--- config.mk ---
export PLATFORM = sky130hd
export DESIGN_NAME = c2d3_mac
export DESIGN_NICKNAME = d
export VERILOG_FILES = /design/src/hw/rtl/c2d3_pkg.sv /design/src/hw/rtl/c2d3_mac.sv
export VERILOG_INCLUDE_DIRS = /design/src /design/src/hw/rtl
export SDC_FILE = /design/constraint.sdc
export NUM_CORES = 2
export LEC_CHECK = 0
export ABC_AREA = 1
export ABC_CLOCK_PERIOD_IN_PS = 10630
export BUFFER_PORTS_ARGS = -buffer_cell sky130_fd_sc_hd__buf_2
export CAP_MARGIN = 25
export CORE_UTILIZATION = 45
export CTS_CLUSTER_DIAMETER = 80
export DETAILED_ROUTE_END_ITERATION = 8
export GPL_TIMING_DRIVEN = 0
export SKIP_CTS_REPAIR_TIMING = 1
export SYNTH_ARGS = -nofsm -noshare
export SYNTH_HDL_FRONTEND = slang
export SYNTH_SLANG_ARGS = --single-unit
--- constraint.sdc ---
create_clock -name aclk -period 10.63 [get_ports aclk]
set_clock_uncertainty 0.15 [all_clocks]
set_input_delay 2.126 -clock aclk [delete_from_list [all_inputs] [get_ports aclk]]
set_output_delay 2.126 -clock aclk [all_outputs]
set_load 0.01 [all_outputs]
--- src/hw/rtl/conv2d_3x3_valid_stream_assert.svh ---
// assertion macros shared by the conv2d 3x3 stream rtl
// no dependencies; included by the modules that carry checks
`ifndef CONV2D_3X3_VALID_STREAM_ASSERT_SVH
`define CONV2D_3X3_VALID_STREAM_ASSERT_SVH
`ifndef SYNTH
// check on the rising clock, off while reset is held
`define C2D3_ASSERT(lbl, clk, rstn, prop, msg) \
    lbl: assert property (@(posedge clk) disable iff (!rstn) prop) else $error(msg);
// check on the rising clock, active during reset as well
`define C2D3_ASSERT_NR(lbl, clk, prop, msg) \
    lbl: assert property (@(posedge clk) prop) else $error(msg);
`else
`define C2D3_ASSERT(lbl, clk, rstn, prop, msg)
`define C2D3_ASSERT_NR(lbl, clk, prop, msg)
`endif
`endif

--- src/hw/rtl/c2d3_pkg.sv ---
`timescale 1ns / 1ps
// shared types, constants and helpers for the 3x3 convolution stream
// no dependencies
package c2d3_pkg;

    localparam int C2D3_MAX_WIDTH = 1024;
    localparam int KSIZE          = 3;
    localparam int WIN_START      = KSIZE - 1;

    localparam int PIX_W       = 8;
    localparam int COEF_W      = 16;
    localparam int COEF_ROW_W  = KSIZE * COEF_W;
    localparam int CFG_DATA_W  = COEF_ROW_W;
    localparam int CFG_INDEX_W = 3;

    localparam int WIDTH_REG_W  = 11;
    localparam int HEIGHT_REG_W = 13;
    localparam int ROW_W        = 12;
    localparam int MIN_DIM      = 3;
    localparam int HEIGHT_LIMIT = 4096;
    localparam int WIDTH_RESET  = 1024;
    localparam int HEIGHT_RESET = 1024;

    // product of signed q8.8 and unsigned pixel, then row and total sums
    localparam int PROD_W   = COEF_W + PIX_W + 1;
    localparam int ROWSUM_W = PROD_W + 2;
    localparam int CONV_W   = 28;

    typedef enum logic [CFG_INDEX_W-1:0] {
        CFG_COEF_TOP     = 3'd0,
        CFG_COEF_MID     = 3'd1,
        CFG_COEF_BOTTOM  = 3'd2,
        CFG_IMAGE_WIDTH  = 3'd3,
        CFG_IMAGE_HEIGHT = 3'd4
    } cfg_index_t;

    typedef logic [COEF_ROW_W-1:0] coef_row_t;
    typedef coef_row_t [KSIZE-1:0] coef_set_t;

    // win[r][c]: r = 0 oldest row, c = 0 oldest column
    typedef logic [KSIZE-1:0][KSIZE-1:0][PIX_W-1:0] win_t;

    typedef struct packed {
        logic valid;
        logic frame_last;
    } tap_ctl_t;

    function automatic logic signed [COEF_W-1:0] coef_at(coef_row_t row, int unsigned b);
        return row[COEF_W*b +: COEF_W];
    endfunction

endpackage

--- src/hw/rtl/c2d3_mac.sv ---
`timescale 1ns / 1ps
// nine products, row sums, final sum and output register
// depends on c2d3_pkg and conv2d_3x3_valid_stream_assert.svh
`include "conv2d_3x3_valid_stream_assert.svh"

module c2d3_mac
    import c2d3_pkg::*;
(
    input  logic                     aclk,
    input  logic                     aresetn,
    input  tap_ctl_t                 in_ctl,
    input  win_t                     in_win,
    output logic                     in_ready,
    input  coef_set_t                coef,
    output logic                     m_valid,
    input  logic                     m_ready,
    output logic signed [CONV_W-1:0] m_conv_value,
    output logic                     m_frame_last
);

    logic signed [PROD_W-1:0]   prod_reg [KSIZE][KSIZE];
    logic signed [PROD_W-1:0]   prod_next [KSIZE][KSIZE];
    logic signed [ROWSUM_W-1:0] rsum_reg [KSIZE];
    logic signed [ROWSUM_W-1:0] rsum_next [KSIZE];
    logic signed [CONV_W-1:0]   conv_next;
    logic signed [CONV_W-1:0]   conv_reg;
    logic signed [PROD_W-1:0]   coef_ext [KSIZE][KSIZE];
    logic signed [PROD_W-1:0]   pix_ext [KSIZE][KSIZE];

    logic b_v_reg, b_last_reg;
    logic c_v_reg, c_last_reg;
    logic m_valid_reg, m_last_reg;
    logic o_free, c_free, b_free;

    assign o_free   = !m_valid_reg || m_ready;
    assign c_free   = !c_v_reg || o_free;
    assign b_free   = !b_v_reg || c_free;
    assign in_ready = b_free;

    // true convolution: kernel tap (a,b) meets window pixel (2-a,2-b)
    always_comb begin
        for (int a = 0; a < KSIZE; a++) begin
            for (int b = 0; b < KSIZE; b++) begin
                coef_ext[a][b]  = PROD_W'(coef_at(coef[a], b));
                pix_ext[a][b]   = PROD_W'($signed({1'b0, in_win[KSIZE-1-a][KSIZE-1-b]}));
                prod_next[a][b] = coef_ext[a][b] * pix_ext[a][b];
            end
        end
    end

    always_comb begin
        for (int a = 0; a < KSIZE; a++) begin
            rsum_next[a] = ROWSUM_W'(prod_reg[a][0]) + ROWSUM_W'(prod_reg[a][1])
                         + ROWSUM_W'(prod_reg[a][2]);
        end
        conv_next = CONV_W'(rsum_reg[0]) + CONV_W'(rsum_reg[1]) + CONV_W'(rsum_reg[2]);
    end

    always_ff @(posedge aclk) begin
        if (!aresetn) begin
            b_v_reg     <= 1'b0;
            c_v_reg     <= 1'b0;
            m_valid_reg <= 1'b0;
        end else begin
            if (b_free) begin
                b_v_reg <= in_ctl.valid;
            end
            if (c_free) begin
                c_v_reg <= b_v_reg;
            end
            if (o_free) begin
                m_valid_reg <= c_v_reg;
            end
        end
    end

    always_ff @(posedge aclk) begin
        if (in_ctl.valid && b_free) begin
            prod_reg   <= prod_next;
            b_last_reg <= in_ctl.frame_last;
        end
        if (b_v_reg && c_free) begin
            rsum_reg   <= rsum_next;
            c_last_reg <= b_last_reg;
        end
        if (c_v_reg && o_free) begin
            conv_reg   <= conv_next;
            m_last_reg <= c_last_reg;
        end
    end

    assign m_valid      = m_valid_reg;
    assign m_conv_value = conv_reg;
    assign m_frame_last = m_last_reg;

    `C2D3_ASSERT(a_sum_lands, aclk, aresetn, (c_v_reg && o_free) |=> m_valid_reg, "row sums did not reach the output")

endmodule

## Yosys cells after proc, flatten, opt, wreduce, memory -nomap -nowiden

Cells that the tools add are included.
Widths: inputs -> output; s select.

| word-level totals | value |
|---|---|
| flip-flop bits (word level) | 340 |
| bits of input ports | 221 |
| output and inout bits | 31 |
| logic and storage cells | 45 |

| operators by class | value |
|---|---|
| $mul | 9 |
| add/subtract/negate cells | 8 |
| reductions and logical operators | 9 |

Operators with widths:

| kind | number |
|---|---|
| $mul 16x9->25 | 9 |
| $add 26x25->27 | 3 |
| $add 25x25->26 | 3 |
| $add 27x27->28 | 1 |
| $add 28x27->28 | 1 |
| $logic_and 1x1->1 | 3 |
| $logic_not 1->1 | 3 |
| $logic_or 1x1->1 | 3 |

## Depth between registers and ports, before layout

| depth | value |
|---|---|
| word-level depth | 5 |
| gate-level depth with buffers | 23 |
| mapped depth without buffers | 21 |

## Worst setup path before layout

Ideal clock, no wire load.

| timing | value |
|---|---|
| kind | input to register |
| start point | in m_ready |
| end point | reg b_last_reg (enable) |
| data required time | 9,902 ps |
| path buffers | 0 |
| stages | 6 |
| path slack | 3,041 ps |
| library setup time | 578 ps |
| data arrival time | 6,861 ps |
| cells stage by stage | inv_1 nand2_1 nor2_1 nand2_1 nand2_1 inv_1 |

| between the ends | value |
|---|---|
| word-level cells in the longest chain between the ends | 4 |

RTL lines:

| what | RTL line | RTL |
|---|---|---|
| from (decl) | c2d3_mac.sv:16 | `input logic m_ready,` |
| $logic_or 1x1->1 | c2d3_mac.sv:35 | `assign o_free = !m_valid_reg \|\| m_ready;` |
| $logic_or 1x1->1 | c2d3_mac.sv:36 | `assign c_free = !c_v_reg \|\| o_free;` |
| $logic_or 1x1->1 | c2d3_mac.sv:37 | `assign b_free = !b_v_reg \|\| c_free;` |
| net in_ready | c2d3_mac.sv:13 | `output logic in_ready,` |
| $logic_and 1x1->1 | c2d3_mac.sv:78 | `if (in_ctl.valid && b_free) begin` |
| to (signal assigned) | c2d3_mac.sv:80 | `b_last_reg <= in_ctl.frame_last;` |
| to (decl) | c2d3_mac.sv:30 | `logic b_v_reg, b_last_reg;` |

The timed path passes the listed nets, and every way through them passes these cells.
A chain may end at the register's enable or synchronous reset.

==> qor.yml <==
status: "complete, no violations"
ys_seq_area_share_pct: 15.4
crit_fanout: 10
drive_gt1_share_pct: 1.84
drtIter0Drc: 3126
grt_pass1_wl_microns: 267000
gp_congestion: 0.905
area_delta_synth_final_pct: 6.24
fin_crit_ns: 6.68
synth-seq-cells: 340
ys.warnings.count: 0
initial_core_util_pct: 45.3
place_ws_ns: 3.36
gr-total-overflow: 0
drt_wl_total_microns: 163000
netlist_area_sq_um: 66000
worstSetupEndpointType: "flip-flop"
grt_max_degree: 115
cts_made_buffers: 41
synth-edff-count: 337
synth_cells: 8876
rows: 140
dr.pass1.iters: 6
routed-via-count: 52020
worst_ep_required_time_ns: 10.73
largest_reg_flops: 225
clk_latency_ns: 0.57
layout.nets: 10753
synthFlopType: "edfxtp_1"
hold_ws_ns: 0.278
synth_top_area_share_pct: 31.1
syn_area_per_cell_sq_um: 7.44
worst_slew_pin_slew_ns: 0.923
fmax_ghz: 0.150
dp_hpwl_microns: 142000
coreArea_sq_um: 146000
routed_via_density: 4.77
yosysUniqueCellTypes: 30
die_x_microns: 385
io_pins: 252
slew_violations: 0
cts_tree: "yes"
ant_nets: 0
cts_max_level: 2
hold_class: "reg -> reg"
crit_arrival_ns: 6.78
cap_violations: 0
yosysMostFrequentCell: "nand2_1"
setup_slack_ns: 3.95
crit_path_start_kind: "input port"
antenna_found_initial: 12
synth_top_area_cell: "fa_1"
clock_path_buffers: 3
synthArstFlopShare_pct: 0
final_cells: 10916
setup_tns_ns: 0
period_share_pct: 62.8
wire_per_inst_microns: 14.9
drc: 0
cts_root_buf: "clkbuf_16"
grt_setup_unrepaired: "no"
grt_pass1_vias: 51854
nFillCells: 14616
hold_violations: 0
dieArea_sq_um: 148000
die_y_microns: 385
synth_common_cells: "2681 x nand2_1, 2645 x inv_1, 1024 x fa_1"
clock_sinks: 340
setup_viol: 0
syn-num-nets: 10672
crit_type: "in -> reg"
io_buffers: 35
dpl.cell_count: 10831
grtUsageTotal_pct: 22.5
relSlewSlack_pct: 38.4
synth.area.top_cells: "fa_1 31%, edfxtp_1 15%, nand2_1 15%"
clk_pin_slew_ns: 0.06
## per-layer routing
| metal | wire, microns | part of all wire (%) | GRT usage [%] | vias up |
|---|---|---|---|---|
| met5 | 14 | 0.0086 | 0 | - |
| met4 | 2470 | 1.5 | 3.84 | 2 |
| met3 | 8540 | 5.2 | 2.88 | 145 |
| met2 | 76000 | 47 | 37.4 | 1098 |
| met1 | 75800 | 47 | 31.9 | 25026 |
| li1 | - | - | - | 25749 |
## final cells by class
class	instances	area (sq um)	share of cell area [%]
diodes	10	25.0	0.0357
multi-input cells	5600	44800	63.9
plain buffers	288	1080	1.54
inverters	2648	9950	14.2
clock inverters	27	328	0.468
clock buffers	48	1090	1.56
flip-flops and latches	340	10200	14.5
well taps	1917	2400	3.42
repair buffers	38	250	0.357
## logic make-up after synthesis
logic type	share of synthesized area, %
adder cells (fa/ha/maj)	41.5
XOR/XNOR	2.27
AND/OR/NAND/NOR	21.2
buffers and inverters	16.7
AO/OA/AOI/OAI	2.94
flip-flops	15.4
## stage by stage
step / util [%] / cell area, sq um
floorplan: - / 66000
global placement: 47.1 / 68600
detailed placement: 47.2 / 68700
CTS: 48.2 / 70100
global route: 48.2 / 70100
finish: 48.2 / 70100
## worst max-delay path: stages
cell	delay, ns
clkbuf_1	0.43
clkbuf_1	0.54
nand2_1	0.16
fa_1	0.56
inv_1	0.05
fa_1	0.52
fa_1	0.51
inv_1	0.05
fa_1	0.47
inv_1	0.04
ha_1	0.37
nand2_1	0.13
inv_1	0.07
nand2_1	0.08
nor3_1	0.20
nand3_1	0.13
nand4_1	0.11
nand2_1	0.20
## final timing paths
kind | startpoint | to | slack [ns] | cells past startpoint
min reg2reg | c_last_reg | m_frame_last | 0.28 | 0
max reg2reg | prod_reg[25] | rsum_reg[23] | 7.39 | 14
min | c_last_reg | m_frame_last | 0.28 | 0
max | in_win[27] | prod_reg[98] | 3.95 | 18
## placed cells by master, fill, tap and decap left out, types with 43 or more instances in the layout
master     synthesis  final
nand2_1         2681   2681
a21oi_1          242    241
ha_1             551    551
edfxtp_1         337    337
o21ai_0           57     57
xnor2_1           56     56
nand3_1          270    270
clkbuf_16          0     43
inv_1           2645   2643
clkbuf_1         288    293
nand4_1           83     83
xor2_1           115    115
nor2_1           350    350
fa_1            1024   1024
Power is not shown: default switching activity piles up to over one toggle a cycle in this logic, so the estimate is an artifact.
